[src/hw/rtl/mamt_pkg.sv]
// ----------------------------------------------------------------------------
// mamt_pkg
// shared types, codes and defaults for the multi alarm match table
// ----------------------------------------------------------------------------
package mamt_pkg;

    localparam int MAX_ALARMS_DEF = 8;

    localparam logic [2:0] CMD_TICK   = 3'd0;
    localparam logic [2:0] CMD_ADD    = 3'd1;
    localparam logic [2:0] CMD_REMOVE = 3'd2;
    localparam logic [2:0] CMD_WRITE  = 3'd3;
    localparam logic [2:0] CMD_READ   = 3'd4;

    localparam logic [1:0] MODE_DAILY    = 2'd0;
    localparam logic [1:0] MODE_WEEKDAYS = 2'd1;
    localparam logic [1:0] MODE_ONCE     = 2'd2;

    localparam logic [4:0] DEF_HOUR     = 5'd7;
    localparam logic [5:0] DEF_MINUTE   = 6'd0;
    localparam logic [2:0] WORKDAY_LO   = 3'd1;
    localparam logic [2:0] WORKDAY_HI   = 3'd5;
    localparam logic [4:0] SEEN_HOUR_RST   = 5'd31;
    localparam logic [5:0] SEEN_MINUTE_RST = 6'd63;

    typedef struct packed {
        logic [2:0] cmd;
        logic [7:0] slot_index;
        logic [4:0] hour;
        logic [5:0] minute;
        logic [5:0] second;
        logic [2:0] weekday;
        logic       set_enabled;
        logic [1:0] set_repeat_mode;
    } t_cmd_word;

    typedef struct packed {
        logic       op_ok;
        logic       alarm_fired;
        logic [5:0] fired_slot;
        logic [4:0] entry_hour;
        logic [5:0] entry_minute;
        logic       entry_enabled;
        logic [1:0] entry_repeat_mode;
        logic [6:0] entries_in_use;
    } t_res_word;

    typedef struct packed {
        logic [4:0] hour;
        logic [5:0] minute;
        logic       enabled;
        logic [1:0] mode;
    } t_entry;

    typedef enum logic [2:0] {
        ST_IDLE,
        ST_SCAN,
        ST_SHIFT,
        ST_READ,
        ST_DONE
    } t_state;

endpackage

[src/hw/rtl/mamt_cmd_if.sv]
// ----------------------------------------------------------------------------
// mamt_cmd_if
// valid/ready channel carrying one command word
// ----------------------------------------------------------------------------
interface mamt_cmd_if
    import mamt_pkg::*;
();
    logic      valid;
    logic      ready;
    t_cmd_word data;

    modport source (output valid, output data, input ready);
    modport sink   (input valid, input data, output ready);
endinterface

[src/hw/rtl/mamt_res_if.sv]
// ----------------------------------------------------------------------------
// mamt_res_if
// valid/ready channel carrying one result word
// ----------------------------------------------------------------------------
interface mamt_res_if
    import mamt_pkg::*;
();
    logic      valid;
    logic      ready;
    t_res_word data;

    modport source (output valid, output data, input ready);
    modport sink   (input valid, input data, output ready);
endinterface

[src/hw/rtl/multi_alarm_match_table_top.sv]
// ----------------------------------------------------------------------------
// multi_alarm_match_table_top
// alarm table with add, remove, write, read and per-minute tick matching
// ----------------------------------------------------------------------------
// One command word is taken at a time and gives exactly one result word.
// Entries live in a single-port-write, registered-read memory walked by a
// small sequencer, one entry per cycle. Add, write, unknown commands and
// ticks that do not scan go from idle straight to done; a valid read passes
// through a read state; a scanning tick checks entries in order up to the
// first hit (all entries in use when nothing matches); a valid remove shifts
// the entries above slot_index down by one. The result sits in an output
// register, and a new word is accepted once the sequencer is back in idle.
// ----------------------------------------------------------------------------
module multi_alarm_match_table_top
    import mamt_pkg::*;
#(
    parameter int MAX_ALARMS = MAX_ALARMS_DEF
) (
    input  logic       i_clk,
    input  logic       i_rst_n,
    mamt_cmd_if.sink   i_cmd,
    mamt_res_if.source o_res
);

    localparam int AW = (MAX_ALARMS > 1) ? $clog2(MAX_ALARMS) : 1;
    localparam int CW = $clog2(MAX_ALARMS + 1);

    t_state          r_state, n_state;
    t_entry          r_mem [MAX_ALARMS];
    t_entry          r_rdata;
    t_cmd_word       r_item, n_item;
    logic [CW-1:0]   r_total, n_total;
    logic [CW-1:0]   r_i, n_i;
    logic [AW-1:0]   r_ci, n_ci;
    logic            r_pend, n_pend;
    logic [4:0]      r_seen_hour, n_seen_hour;
    logic [5:0]      r_seen_minute, n_seen_minute;
    logic            r_fired_min, n_fired_min;
    logic            r_ok, n_ok;
    logic            r_fired, n_fired;
    logic [5:0]      r_slot, n_slot;
    t_entry          r_rd, n_rd;
    logic            r_out_valid, n_out_valid;
    t_res_word       r_out, n_out;

    logic            accept;
    logic            idx_valid;
    logic            new_minute;
    logic            fired_after;
    logic            tick_scan;
    logic            scan_more;
    logic            scan_hit;
    logic            day_ok;
    logic [CW-1:0]   i_plus;
    logic            shift_more;
    logic            out_free;
    logic [AW-1:0]   rd_addr;
    logic            we;
    logic [AW-1:0]   wa;
    t_entry          wd;

    assign accept      = i_cmd.valid && i_cmd.ready;
    assign idx_valid   = i_cmd.data.slot_index < 8'(r_total);
    assign new_minute  = (r_seen_hour != i_cmd.data.hour) || (r_seen_minute != i_cmd.data.minute);
    assign fired_after = new_minute ? 1'b0 : r_fired_min;
    assign tick_scan   = (i_cmd.data.second == 6'd0) && !fired_after;
    assign scan_more   = r_i < r_total;
    assign day_ok      = (r_rdata.mode != MODE_WEEKDAYS) ||
                         ((r_item.weekday >= WORKDAY_LO) && (r_item.weekday <= WORKDAY_HI));
    assign scan_hit    = r_pend && r_rdata.enabled && (r_rdata.hour == r_item.hour) &&
                         (r_rdata.minute == r_item.minute) && day_ok;
    assign i_plus      = r_i + CW'(1);
    assign shift_more  = i_plus < r_total;
    assign out_free    = !r_out_valid || o_res.ready;

    assign i_cmd.ready = (r_state == ST_IDLE);
    assign o_res.valid = r_out_valid;
    assign o_res.data  = r_out;

    // next state
    always_comb begin
        n_state = r_state;
        case (r_state)
            ST_IDLE: begin
                if (accept) begin
                    case (i_cmd.data.cmd)
                        CMD_TICK:   n_state = tick_scan ? ST_SCAN : ST_DONE;
                        CMD_REMOVE: n_state = idx_valid ? ST_SHIFT : ST_DONE;
                        CMD_READ:   n_state = idx_valid ? ST_READ : ST_DONE;
                        default:    n_state = ST_DONE;
                    endcase
                end
            end
            ST_SCAN: begin
                if (scan_hit || !scan_more) n_state = ST_DONE;
            end
            ST_SHIFT: begin
                if (!shift_more) n_state = ST_DONE;
            end
            ST_READ: n_state = ST_DONE;
            ST_DONE: begin
                if (out_free) n_state = ST_IDLE;
            end
            default: n_state = ST_IDLE;
        endcase
    end

    // datapath and memory control
    always_comb begin
        n_item        = r_item;
        n_total       = r_total;
        n_i           = r_i;
        n_ci          = r_ci;
        n_pend        = r_pend;
        n_seen_hour   = r_seen_hour;
        n_seen_minute = r_seen_minute;
        n_fired_min   = r_fired_min;
        n_ok          = r_ok;
        n_fired       = r_fired;
        n_slot        = r_slot;
        n_rd          = r_rd;
        n_out_valid   = r_out_valid && !o_res.ready;
        n_out         = r_out;
        rd_addr       = i_cmd.data.slot_index[AW-1:0];
        we            = 1'b0;
        wa            = i_cmd.data.slot_index[AW-1:0];
        wd            = r_rdata;
        case (r_state)
            ST_IDLE: begin
                if (accept) begin
                    n_item  = i_cmd.data;
                    n_ok    = 1'b0;
                    n_fired = 1'b0;
                    n_slot  = 6'd0;
                    n_rd    = '0;
                    n_i     = '0;
                    n_pend  = 1'b0;
                    case (i_cmd.data.cmd)
                        CMD_TICK: begin
                            if (i_cmd.data.second == 6'd0) begin
                                n_seen_hour   = i_cmd.data.hour;
                                n_seen_minute = i_cmd.data.minute;
                                n_fired_min   = fired_after;
                            end
                        end
                        CMD_ADD: begin
                            if (r_total < CW'(MAX_ALARMS)) begin
                                we      = 1'b1;
                                wa      = r_total[AW-1:0];
                                wd      = '{hour: DEF_HOUR, minute: DEF_MINUTE,
                                            enabled: 1'b1, mode: MODE_DAILY};
                                n_total = r_total + CW'(1);
                                n_ok    = 1'b1;
                            end
                        end
                        CMD_REMOVE: begin
                            n_i  = i_cmd.data.slot_index[CW-1:0];
                            n_ok = idx_valid;
                        end
                        CMD_WRITE: begin
                            if (idx_valid) begin
                                we   = 1'b1;
                                wd   = '{hour: i_cmd.data.hour, minute: i_cmd.data.minute,
                                         enabled: i_cmd.data.set_enabled,
                                         mode: (i_cmd.data.set_repeat_mode <= MODE_ONCE) ?
                                               i_cmd.data.set_repeat_mode : MODE_DAILY};
                                n_ok = 1'b1;
                            end
                        end
                        CMD_READ: begin
                            n_ok = idx_valid;
                        end
                        default: begin
                        end
                    endcase
                end
            end
            ST_SCAN: begin
                rd_addr = r_i[AW-1:0];
                if (scan_hit) begin
                    n_fired_min = 1'b1;
                    n_fired     = 1'b1;
                    n_slot      = 6'(r_ci);
                    n_pend      = 1'b0;
                    if (r_rdata.mode == MODE_ONCE) begin
                        we         = 1'b1;
                        wa         = r_ci;
                        wd         = r_rdata;
                        wd.enabled = 1'b0;
                    end
                end else if (scan_more) begin
                    n_ci   = r_i[AW-1:0];
                    n_pend = 1'b1;
                    n_i    = i_plus;
                end else begin
                    n_pend = 1'b0;
                end
            end
            ST_SHIFT: begin
                rd_addr = i_plus[AW-1:0];
                if (r_pend) begin
                    we = 1'b1;
                    wa = r_ci;
                    wd = r_rdata;
                end
                if (shift_more) begin
                    n_ci   = r_i[AW-1:0];
                    n_pend = 1'b1;
                    n_i    = i_plus;
                end else begin
                    n_pend  = 1'b0;
                    n_total = r_total - CW'(1);
                end
            end
            ST_READ: begin
                n_rd = r_rdata;
            end
            ST_DONE: begin
                if (out_free) begin
                    n_out_valid = 1'b1;
                    n_out       = '{op_ok: r_ok, alarm_fired: r_fired, fired_slot: r_slot,
                                    entry_hour: r_rd.hour, entry_minute: r_rd.minute,
                                    entry_enabled: r_rd.enabled,
                                    entry_repeat_mode: r_rd.mode,
                                    entries_in_use: 7'(r_total)};
                end
            end
            default: begin
            end
        endcase
    end

    always_ff @(posedge i_clk) begin
        if (we) r_mem[wa] <= wd;
        r_rdata <= r_mem[rd_addr];
    end

    always_ff @(posedge i_clk) begin
        if (!i_rst_n) begin
            r_state       <= ST_IDLE;
            r_total       <= '0;
            r_pend        <= 1'b0;
            r_seen_hour   <= SEEN_HOUR_RST;
            r_seen_minute <= SEEN_MINUTE_RST;
            r_fired_min   <= 1'b0;
            r_out_valid   <= 1'b0;
        end else begin
            r_state       <= n_state;
            r_total       <= n_total;
            r_pend        <= n_pend;
            r_seen_hour   <= n_seen_hour;
            r_seen_minute <= n_seen_minute;
            r_fired_min   <= n_fired_min;
            r_out_valid   <= n_out_valid;
        end
    end

    always_ff @(posedge i_clk) begin
        r_item  <= n_item;
        r_i     <= n_i;
        r_ci    <= n_ci;
        r_ok    <= n_ok;
        r_fired <= n_fired;
        r_slot  <= n_slot;
        r_rd    <= n_rd;
        r_out   <= n_out;
    end

endmodule

[src/flat_wrapper.sv]
// flat-port wrapper written by rule: the top's interface ports become plain ports
module multi_alarm_match_table_top_flat import mamt_pkg::*;
#(
    parameter int MAX_ALARMS = MAX_ALARMS_DEF
)
  (i_clk, i_rst_n, i_cmd_valid, i_cmd_data, i_cmd_ready, o_res_valid, o_res_data, o_res_ready);
  mamt_cmd_if i_cmd_i ();
  mamt_res_if o_res_i ();
  input  logic i_clk;
  input  logic i_rst_n;
  input wire logic [$bits(i_cmd_i.valid)-1:0] i_cmd_valid;
  input wire logic [$bits(i_cmd_i.data)-1:0] i_cmd_data;
  output wire logic [$bits(i_cmd_i.ready)-1:0] i_cmd_ready;
  output wire logic [$bits(o_res_i.valid)-1:0] o_res_valid;
  output wire logic [$bits(o_res_i.data)-1:0] o_res_data;
  input wire logic [$bits(o_res_i.ready)-1:0] o_res_ready;
  assign i_cmd_i.valid = i_cmd_valid;
  assign i_cmd_i.data = i_cmd_data;
  assign i_cmd_ready = i_cmd_i.ready;
  assign o_res_valid = o_res_i.valid;
  assign o_res_data = o_res_i.data;
  assign o_res_i.ready = o_res_ready;
  multi_alarm_match_table_top #(.MAX_ALARMS(MAX_ALARMS)) u_core (.i_clk(i_clk), .i_rst_n(i_rst_n), .i_cmd(i_cmd_i), .o_res(o_res_i));
endmodule
[config.mk]
export PLATFORM = sky130hd
export DESIGN_NAME = multi_alarm_match_table_top_flat
export DESIGN_NICKNAME = d
export VERILOG_FILES = /design/src/hw/rtl/mamt_pkg.sv /design/src/hw/rtl/mamt_cmd_if.sv /design/src/hw/rtl/mamt_res_if.sv /design/src/hw/rtl/multi_alarm_match_table_top.sv /design/src/flat_wrapper.sv
export SDC_FILE = /design/constraint.sdc
export NUM_CORES = 1
export LEC_CHECK = 0
export BUFFER_PORTS_ARGS = -buffer_cell sky130_fd_sc_hd__buf_4
export CAP_MARGIN = 20
export CORE_UTILIZATION = 42
export CTS_CLUSTER_DIAMETER = 30
export DETAILED_ROUTE_END_ITERATION = 10
export SLEW_MARGIN = 30
export SYNTH_ARGS = -nofsm -noshare
export SYNTH_HDL_FRONTEND = slang
export SYNTH_SLANG_ARGS = --single-unit
[constraint.sdc]
create_clock -name i_clk -period 4.2 [get_ports i_clk]
set_input_delay 0.63 -clock i_clk [delete_from_list [all_inputs] [get_ports i_clk]]
set_output_delay 0.63 -clock i_clk [all_outputs]
set_load 0.02 [all_outputs]
==> results of run 1 <==
[cells by family (layout without fill, tap and decap cells)]
logic type | count (synthesis) | after routing | synth area share (%)
flops | 210 | 210 | 64.9
simple gates | 168 | 168 | 9.67
compound gates | 114 | 114 | 10.1
mux | 66 | 66 | 7.25
buf+inv | 48 | 166 | 3.27
xor+xnor | 30 | 30 | 2.86
fa+ha+maj | 13 | 13 | 1.85
other cells | 1 | 6 | 0.0409
[critical path, cell delays in order, from the launching register on]
cell and delay [ns]:
edfxtp_1 0.52, ha_1 0.27, xor2_1 0.19, or4b_1 0.55, nand3_4 0.60, buf_4 0.35
mux2i_1 0.13, a221oi_2 0.33
[area by class of cell]
type | instances | area [um^2]
flip-flops and latches | 210 | 5960
repair buffers | 80 | 601
inverters | 14 | 52.6
clock inverters | 28 | 325
fillers | 1765 | 9930
multi-input cells | 397 | 3000
well taps | 275 | 344
clock buffers | 44 | 1020
[sequential cells by signal (all words and copies together) (netlist names)]
signal and flops:
u_core.r_rd 14, u_core.r_fired 1, u_core.r_mem 112, u_core.r_ok 1
u_core.r_fired_min 1, u_core.r_seen_minute 6, u_core.r_ci 3, u_core.r_pend 1
u_core.r_total 4, u_core.o_res.valid 1, u_core.r_state 3, u_core.r_i 4
u_core.r_seen_hour 5, u_core.o_res.data 23, u_core.r_item 14, u_core.r_rdata 14
u_core.r_slot 3
[cells in the mapped netlist (all sizes together), types with 3 or more instances]
cell / count
a211o: 3
a211oi: 6
a21o: 4
a21oi: 22
a221oi: 14
a22o: 21
and2: 8
and3: 15
buf: 21
clkbuf: 13
dfxtp: 35
edfxtp: 175
ha: 12
inv: 14
mux2: 4
mux2i: 62
nand2: 41
nand2b: 7
nand3: 18
nand4: 6
nor2: 33
nor2b: 6
nor3: 17
nor3b: 3
nor4: 4
o211ai: 4
o21ai: 13
o22ai: 3
xnor2: 16
xor2: 14
[worst min-delay path by stage]
| stage | startpoint | endpoint | cells after the start |
|---|---|---|---|
| finish | i_cmd_data[3] | u_core.r_item[3]$_DFFE_PP_ | 1 |
| global route | i_cmd_data[3] | u_core.r_item[3]$_DFFE_PP_ | 1 |
| CTS | i_cmd_data[3] | u_core.r_item[3]$_DFFE_PP_ | 1 |
| detailed placement | u_core.r_rd[10]$_SDFFCE_PN0P_ | u_core.o_res.data[17]$_DFFE_PP_ | 0 |
| global placement | u_core.r_rd[3]$_SDFFCE_PN0P_ | u_core.o_res.data[10]$_DFFE_PP_ | 0 |
| floorplan | u_core.r_rd[3]$_SDFFCE_PN0P_ | u_core.o_res.data[10]$_DFFE_PP_ | 0 |
[cell usage in the layout, fill, tap and decap left out, types with 7 or more instances in the layout]
master,n
nand3_1,17
a22o_1,21
and2_1,8
nor3_2,8
a21oi_1,21
nor3_1,9
xnor2_1,16
clkbuf_16,40
a221oi_2,11
mux2i_1,62
edfxtp_1,175
nand2b_1,7
dfxtp_1,35
buf_4,80
ha_1,12
o21ai_0,11
nor2_1,32
inv_1,10
and3_1,15
xor2_1,14
nand2_1,41
[layer usage]
layer	vias to the layer above	GRT usage [%]	share of wire [%]
met5	-	0	0
met2	170	30.4	47
li1	2689	-	-
met1	2670	24.7	45
met3	37	3.99	5.7
met4	0	6.67	2.0
[power by group through the flow]
stage                     registers (W)  clock network, W  logic, W
after floorplan                 0.00244                 0  0.000255
after global placement          0.00244                 0  0.000397
after detailed placement        0.00244                 0  0.000406
after CTS                       0.00240           0.00315  0.000409
after global routing            0.00241           0.00324  0.000444
final                           0.00240           0.00310  0.000406
[per-stage QoR]
step                      std cells  area, um^2  worst slack, ns  util [%]
after global placement          976        9950             1.03      46.9
after floorplan                 655        9200            0.675         -
after CTS                      1048       11300             1.09      53.2
after global routing           1048       11300            0.905      53.2
after detailed placement        976        9950            0.995      46.9
final                          1048       11300             1.10      53.2
==> reports/results.ini, run 1 <==
[min_path]
min_path_type=input pin to flip-flop

[detailed_routing]
firstDrtPassIters=5
wire_per_inst_um=19.3
wl_um=20200
first_iter_violations=335
ant_nets=0
drc=0
vias=5566
avgViaCountPerCell=5.31

[logic_synthesis]
postSynthAreaPerCell_um2=14.1
synth_edf_count=175
synth.top_cell.area_share_pct=57.3
async_flop_share_pct=0
mappedNetlistArea_mm2=0.00918
seq_area_frac_synth_pct=64.9
yosysTopAreaCell=edfxtp_1
synth_warnings=0
synth_ff_type=edfxtp_1
ys_seq_elements=210
synth.distinct_cells=75
synthCells=650
ys_top_cells_by_area=edfxtp_1, dfxtp_1, mux2i_1

[place]
gp_congestion=0.887
hpwl_um=14000
io_buffer_count=62

[setup_path]
reg2reg_depth=7
worstPathMaxFanout=40
r2r_start=u_core.r_i[0]$_DFFE_PP_
crit_type=flip-flop to flip-flop
r2r_end=u_core.r_rdata[3]$_DFF_P_
end_kind=flip-flop
worstPathRequired_ns=4.61
crit_start=u_core.r_i[0]$_DFFE_PP_
arrival_ns=3.51
start_kind=flip-flop
ff2ff_setup_slack_ns=1.10
endpoint=u_core.r_rdata[3]$_DFF_P_

[die]
fp.dieW_um=150
start_util_pct=43.2
io_pins=69
coreArea_mm2=0.0212
die_y_um=150
rows=53
dieArea_mm2=0.0224

[global_route]
grt_overflow_total=0
grt_max_degree=41
grt_first_pass_wirelength_um=31500
track_usage_pct=18.7
first_global_vias=5697
antenna_found_initial=0

[flow_run]
max_cap_viol_count=0

[clock_network]
clockBufferDepth=3
cts_root_buf=clkbuf_16
cts.repair.resized=0
cts.htree.levels=2
path_clk_slew_ns=0.05
ctsHoldBuffers=0
cts_tree=built
post_cts_buffers=0
cts_buffers=39
clkSinkCount=210
clkLatencyLatePin_ns=0.53

[timing]
slew_headroom_pct=45.8
rsz0062_at_grt=false
worst_slew_pin_slew_ns=0.800
holdWs_ns=0.294
max_clock_freq_ghz=0.323
finClkSkew_ns=0.0264
setup_viol=0
hold_viol_final=0
period_needed_ns=3.10
post-route-period-util_pct=73.8
fin_setup_tns_ns=0
drv_slew=0

[status]
status=complete, no violations

[power]
p_clk_share_pct=52.5
switching_share_pct=23.3
intPower_w=0.00454
p_leak_nw=4.30
p_per_area_mw_per_mm2=524
switching_power_w=0.00138
seqPwrFrac_pct=40.6
ir_drop_mv=0.244
p_total_w=0.00591
p_comb_share_pct=6.9

[finish]
syn2layout_area_growth_pct=23.1
final_layout_size_suffix_gt1_share_pct=23.8
nets=793
n_antenna_cell=0

Power figures use the tool's default switching activity.
==> inputs of run 2 (changes only) <==
Settings changed: ABC_AREA from default to 1.
Clock period 4.2 ns to 3.07 ns, I/O delays scaled along.
==> run 2 against run 1 <==
Wire length is 20% higher. Combinational power rose to 11 times the previous value. Clock skew barely moved. Cell area rose by 6.1%. Die area grew 4.0%. Via count is 27% higher. Sequential power increased by 79%. Total power increased by 130%. First-iteration DRC count is 61% higher. Clock-buffer cell count rose by 5. Sequential share of layout area shrank 3.1 points. Critical path type unchanged.
==> reports/results.ini, run 2 <==
[status]
status=complete, no violations

[clock_network]
clkLatencyLatePin_ns=0.53  ; about the same
cts_root_buf=clkbuf_16
post_cts_buffers=0  ; unchanged
cts_tree=built
clkSinkCount=210  ; unchanged
ctsHoldBuffers=0  ; unchanged
cts.htree.levels=2  ; unchanged
cts_buffers=45  ; +15%
path_clk_slew_ns=0.05  ; about the same
cts.repair.resized=0  ; unchanged
clockBufferDepth=3  ; unchanged

[setup_path]
arrival_ns=2.92  ; -0.59 ns
cp_top_family=simple AND/OR/NAND/NOR gates
crit_type=flip-flop to flip-flop
worstPathRequired_ns=3.26  ; -1.35 ns
worstPathMaxFanout=17  ; -57%
reg2reg_depth=9  ; +2
worstPathCellList=nor2_1 > nand2_2 > nor2_4 > buf_4 > nand2_1 > inv_1 > o21ai_0 > o21ai_0 > nand2_1
start_kind=flip-flop
crit_path_max_incr_delay_ns=0.40  ; -0.20 ns
cp_slowest_cell=inv_1
cp.depth=9  ; +2
end_kind=flip-flop
worst-path-buf-inv=2  ; +1

[detailed_routing]
first_iter_violations=539  ; +61%
wl_um=24100  ; +20%
vias=7061  ; +27%
avgViaCountPerCell=5.12  ; -3.5%
firstDrtPassIters=7  ; +2
ant_nets=0  ; unchanged
wire_per_inst_um=17.5  ; -9.1%
drc=0  ; unchanged

[finish]
final_layout_size_suffix_gt1_share_pct=19.5  ; -4.3 points
final_cell_mix=nand2_1, edfxtp_1, nor2_1
design_area_mm2=0.0120  ; +6.1%
final_common_cell=nand2_1
regMostFlops=u_core.r_mem
nets=1114  ; +40%
syn2layout_area_growth_pct=25.6
n_antenna_cell=0  ; unchanged
largest_reg_flops=112  ; unchanged
top_regs=u_core.r_mem x112, u_core.o_res.data x23
nFillCells=1972  ; +12%

[die]
dieArea_mm2=0.0233  ; +4.0%
rows=54  ; +1.9%
fp.dieW_um=153  ; +2.0%
coreArea_mm2=0.0220  ; +3.8%
start_util_pct=43.3  ; +0.088 points
die_y_um=153  ; +2.0%
io_pins=69  ; unchanged

[global_route]
track_usage_pct=21.2  ; +2.5 points
antenna_found_initial=0  ; unchanged
grt_max_degree=57  ; +39%
grt_first_pass_wirelength_um=37800  ; +20%
grt_use_met3_pct=3.50  ; -0.50 points
grt-busiest-layer=met2
first_global_vias=6873  ; +21%
use_met2_pct=32.8  ; +2.3 points
grt_overflow_total=0  ; unchanged
met1_usage_pct=30.1  ; +5.4 points

[min_path]
whs_path_depth=1  ; unchanged
min_path_type=input pin to flip-flop

[logic_synthesis]
seq_area_frac_synth_pct=62.4  ; -2.5 points
synth_commonest_cells=nand2_1, edfxtp_1, nor2_1
async_flop_share_pct=0  ; unchanged
mappedNetlistArea_mm2=0.00954  ; +4.0%
synth_edf_count=175  ; unchanged
ys_seq_elements=210  ; unchanged
synth.distinct_cells=44  ; -41%
synth_most_common_cell=nand2_1
postSynthAreaPerCell_um2=10.1  ; -29%
synthCells=946  ; +46%
yosysTopAreaCell=edfxtp_1
synth_ff_type=edfxtp_1
synth_warnings=0  ; unchanged
ys_top_cells_by_area=edfxtp_1, nand2_1, dfxtp_1
synth.top_cell.area_share_pct=55.1  ; -2.2 points

[place]
placed_cell_area_mm2=0.0104  ; +4.8%
gp_congestion=0.887  ; about the same
hpwl_um=16800  ; +20%
io_buffer_count=62  ; unchanged

[timing]
max_clock_freq_ghz=0.366  ; +13%
worst_slew_pin_slew_ns=0.944  ; +0.144 ns
drv_slew=0  ; unchanged
setup_viol=0  ; unchanged
finClkSkew_ns=0.0259  ; -0.000429 ns
rsz0062_at_grt=false
fin_setup_tns_ns=0  ; unchanged
hold_viol_final=0  ; unchanged
holdWs_ns=0.116  ; -0.178 ns
slew_headroom_pct=36.4  ; -9.4 points
period_needed_ns=2.73  ; -0.368 ns
post-route-period-util_pct=89.0  ; +15 points

[power]
ir_drop_mv=0.501  ; +110%
p_leak_nw=4.92  ; +15%
p_per_area_mw_per_mm2=1120  ; +110%

[flow_run]
max_cap_viol_count=0  ; unchanged

## run 2: changes by cell type in the layout (fill, tap and decap cells not counted), sizes merged, moves of 12 or more
cell / before / now
o22ai: 3 / 31
buf: 80 / 100
and3: 15 / 0
a22o: 21 / 0
inv: 20 / 103
a221oi: 14 / 0
nand3: 18 / 33
mux2i: 62 / 0
o21ai: 13 / 99
nor3: 17 / 5
nand2: 41 / 218
nor2: 33 / 133
## run 2: cell type report
type                            instances  area (um^2)  share of cell area (%)
Clock inverter                         33          389                    3.25
Sequential cell                       210         5960                    49.7
Timing Repair Buffer                  100          763                    6.37
Tap cell                              280          350                    2.92
Inverter                               95          362                    3.02
Clock buffer                           49         1170                    9.78
Multi-Input combinational cell        611         2990                    25.0
## run 2: worst paths after layout
| check | from | endpoint | slack, ns |
|---|---|---|---|
| setup / recovery | u_core.r_state[0]$_SDFFE_PN0P_ | u_core.r_mem[0][2]$_DFFE_PP_ | 0.34 |
| hold / removal | i_cmd_data[12] | u_core.r_item[12]$_DFFE_PP_ | 0.12 |
| setup reg to reg | u_core.r_state[0]$_SDFFE_PN0P_ | u_core.r_mem[0][2]$_DFFE_PP_ | 0.34 |
| hold reg to reg | u_core.r_rd[3]$_SDFFCE_PN0P_ | u_core.o_res.data[10]$_DFFE_PP_ | 0.42 |
## run 2: per-stage QoR
step / utilization (%) / power, W / setup WS [ns] / instances
4_1_cts: 54.4 / 0.0135 / 0.231 / 1378
3_5_place_dp: 47.3 / 0.00859 / 0.210 / 1296
6_report: 54.4 / 0.0135 / 0.338 / 1378
2_1_floorplan: - / 0.00722 / 0.404 / 951
3_3_place_gp: 47.3 / 0.00858 / 0.0609 / 1296
5_1_grt: 54.4 / 0.0142 / 0.127 / 1378
## run 2: cells by family after synthesis
group                    synth area share (%)
other                                  0.0393
XOR/XNOR                                0.826
flip-flops                               62.4
buffers and inverters                    6.57
AND/OR/NAND/NOR                          17.8
adder cells (fa/ha/maj)                  1.78
AO/OA/AOI/OAI                            10.6
## run 2: per-layer routing
layer	part of all wire [%]	vias to the layer above
met3	5.3	44
met1	48	3324
met2	44	211
met5	0	-
met4	2.6	0
li1	-	3482
## run 2: worst reg2reg max path, stage by stage (launching register included)
cell,delay (ns)
dfxtp_1,0.36
nor2_1,0.23
nand2_2,0.16
nor2_4,0.14
buf_4,0.27
nand2_1,0.16
inv_1,0.40
o21ai_0,0.23
o21ai_0,0.19
nand2_1,0.26
## run 2: report_power, final
group	total, W	switching (W)	internal (W)
clock network	0.00489	0.00159	0.00329
registers	0.00429	0.000297	0.00399
logic	0.00429	0.00298	0.00130
==> inputs of run 3 (changes only) <==
Settings changed: CORE_UTILIZATION 42 to 40, REMOVE_ABC_BUFFERS from default to 1.
==> run 3 against run 2 <==
Cell count up 2.6%. Clock skew decreased by 0.0076 ns. Worst hold slack better by 0.0017 ns. Via count decreased by 0.11%. Utilization down 3.7 points. Total power fell by 3.8%. First-iteration DRC count is 0.37% lower.
==> reports/results.ini, run 3 (same netlist as run 2, synthesis figures left out) <==
[finish]
final_cell_mix=nand2_1, edfxtp_1, nor2_1
n_antenna_cell=0  ; unchanged
register_area_mm2=0.00596  ; unchanged
final_layout_size_suffix_gt1_share_pct=18.7  ; -0.77 points
largest_reg_flops=112  ; unchanged
nets=1115  ; +0.090%
top_regs=u_core.r_mem x112, u_core.o_res.data x23
syn2layout_area_growth_pct=24.4
final_common_cell=nand2_1
regMostFlops=u_core.r_mem
nFillCells=2120  ; +7.5%
multi_input_area_mm2=0.00299  ; about the same
instances_no_fill=1414  ; +2.6%

[clock_network]
post_cts_buffers=0  ; unchanged
cts.repair.resized=0  ; unchanged
ctsHoldBuffers=0  ; unchanged
cts.htree.levels=2  ; unchanged
clkSinkCount=210  ; unchanged
clockBufferDepth=3  ; unchanged
cts_tree=built
cts_root_buf=clkbuf_16
clkLatencyLatePin_ns=0.53  ; about the same
path_clk_slew_ns=0.05  ; about the same
cts_buffers=39  ; -13%

[global_route]
grt_overflow_total=0  ; unchanged
met1_usage_pct=28.2  ; -1.9 points
track_usage_pct=20.3  ; -0.93 points
grt_first_pass_wirelength_um=37300  ; -1.2%
grt_use_met3_pct=2.99  ; -0.51 points
first_global_vias=6664  ; -3.0%
grt_max_degree=57  ; unchanged
use_met2_pct=32.2  ; -0.52 points
grt-busiest-layer=met2
antenna_found_initial=0  ; unchanged

[die]
dieArea_mm2=0.0245  ; +4.9%
die_y_um=156  ; +2.4%
start_util_pct=40.8  ; -2.5 points
io_pins=69  ; unchanged
fp.dieW_um=156  ; +2.4%
coreArea_mm2=0.0234  ; +6.2%
rows=56  ; +3.7%

[setup_path]
reg2reg_depth=9  ; unchanged
crit_path_max_incr_delay_ns=0.42  ; +0.02 ns
worstPathMaxFanout=14  ; -3
ff2ff_setup_slack_ns=0.37  ; +0.03 ns
r2r_end=u_core.r_mem[5][2]$_DFFE_PP_
start_kind=flip-flop
worstPathRequired_ns=3.27  ; about the same
crit_start=u_core.r_state[0]$_SDFFE_PN0P_
crit_type=flip-flop to flip-flop
r2r_start=u_core.r_state[0]$_SDFFE_PN0P_
worstPathCellList=nor2_1 > nand2_2 > nor2_4 > buf_4 > nand2_1 > inv_1 > o21ai_0 > o21ai_0 > nand2_1
arrival_ns=2.90  ; -0.02 ns
end_kind=flip-flop
cp_slowest_cell=inv_1

[min_path]
whs_path_depth=1  ; unchanged
min_path_type=input pin to flip-flop
min_from=i_cmd_data[3]
hold_end=u_core.r_item[3]$_DFFE_PP_

[timing]
post-route-period-util_pct=88.0  ; -1.0 points
setup_viol=0  ; unchanged
rsz0062_at_grt=false
max_clock_freq_ghz=0.370  ; +1.2%
drv_slew=0  ; unchanged
holdWs_ns=0.118  ; +0.00171 ns
finClkSkew_ns=0.0183  ; -0.00764 ns
slew_headroom_pct=37.8  ; +1.4 points
hold_viol_final=0  ; unchanged
period_needed_ns=2.70  ; -0.0315 ns
layout_setup_ws_ns=0.370  ; +0.0315 ns
worst_slew_pin_slew_ns=0.924  ; -0.0206 ns

[detailed_routing]
drc=0  ; unchanged
avgViaCountPerCell=4.99  ; -2.7%
firstDrtPassIters=7  ; unchanged
wl_um=24000  ; -0.55%
wire_per_inst_um=17.0  ; -3.1%
vias=7053  ; -0.11%
ant_nets=0  ; unchanged
first_iter_violations=537  ; -0.37%

[flow_run]
max_cap_viol_count=0  ; unchanged

[place]
place_ws_ns=0.343  ; +0.133 ns
io_buffer_count=62  ; unchanged
gp_congestion=0.933  ; +5.3%
place_inst=1342  ; +3.5%
hpwl_um=16900  ; +0.77%

[power]
p_per_area_mw_per_mm2=1090  ; -2.8%
p_leak_nw=4.84  ; -1.7%
ir_drop_mv=0.534  ; +6.4%

[status]
status=complete, no violations

## run 3: cell count changes in the layout (fill, tap and decap cells not counted), moves of 2 or more
cell       previous run  this run
clkbuf_1              2         5
clkbuf_16            46        39
clkinv_2              9         3
buf_4                99       106
inv_6                 8         4
o21ai_1              27        23
o21ai_0              70        74
clkinv_1              2         4
clkinv_4              1         3
## run 3: area by class of cell
| type | instances | share of cell area (%) |
|---|---|---|
| flip-flops and latches | 210 | 50.2 |
| multi-input cells | 611 | 25.2 |
| clock buffers | 46 | 8.61 |
| repair buffers | 107 | 6.87 |
| well taps | 319 | 3.36 |
| inverters | 95 | 3.05 |
| clock inverters | 26 | 2.72 |
## run 3: worst max-delay path by stage
stage	depth (start not counted)	end
CTS	9	u_core.r_mem[5][2]$_DFFE_PP_
global placement	11	u_core.r_mem[2][12]$_DFFE_PP_
floorplan	9	u_core.r_mem[5][0]$_DFFE_PP_
global route	9	u_core.r_mem[2][2]$_DFFE_PP_
detailed placement	10	u_core.r_mem[6][12]$_DFFE_PP_
finish	9	u_core.r_mem[5][2]$_DFFE_PP_
## run 3: critical path, delay by kind of cell, from the launching register on
family	cells	cell delay (ns)
DFF	1	0.36
AOI/OAI and AO/OA	2	0.33
and+or+nand+nor	5	0.97
buffers and inverters	2	0.71
## run 3: stage by stage
stage          TNS (ns)  cell area [um^2]  util [%]  power (W)
2_1_floorplan     -2.95              9300         -    0.00691
3_3_place_gp          0             10500      45.0    0.00867
3_5_place_dp          0             10500      45.0    0.00866
4_1_cts               0             11900      50.7     0.0130
5_1_grt               0             11900      50.7     0.0137
6_report              0             11900      50.7     0.0129
## run 3: where the power goes
| part | internal, W | switching [W] |
|---|---|---|
| combinational | 0.00138 | 0.00299 |
| clock | 0.00284 | 0.00148 |
| sequential | 0.00398 | 0.000273 |
| total | 0.00821 | 0.00474 |
## run 3: layer usage
layer / up-vias / share of wire (%)
met5: - / 0
met4: 0 / 2.4
met3: 46 / 5.1
met2: 219 / 46
met1: 3307 / 46
li1: 3481 / -
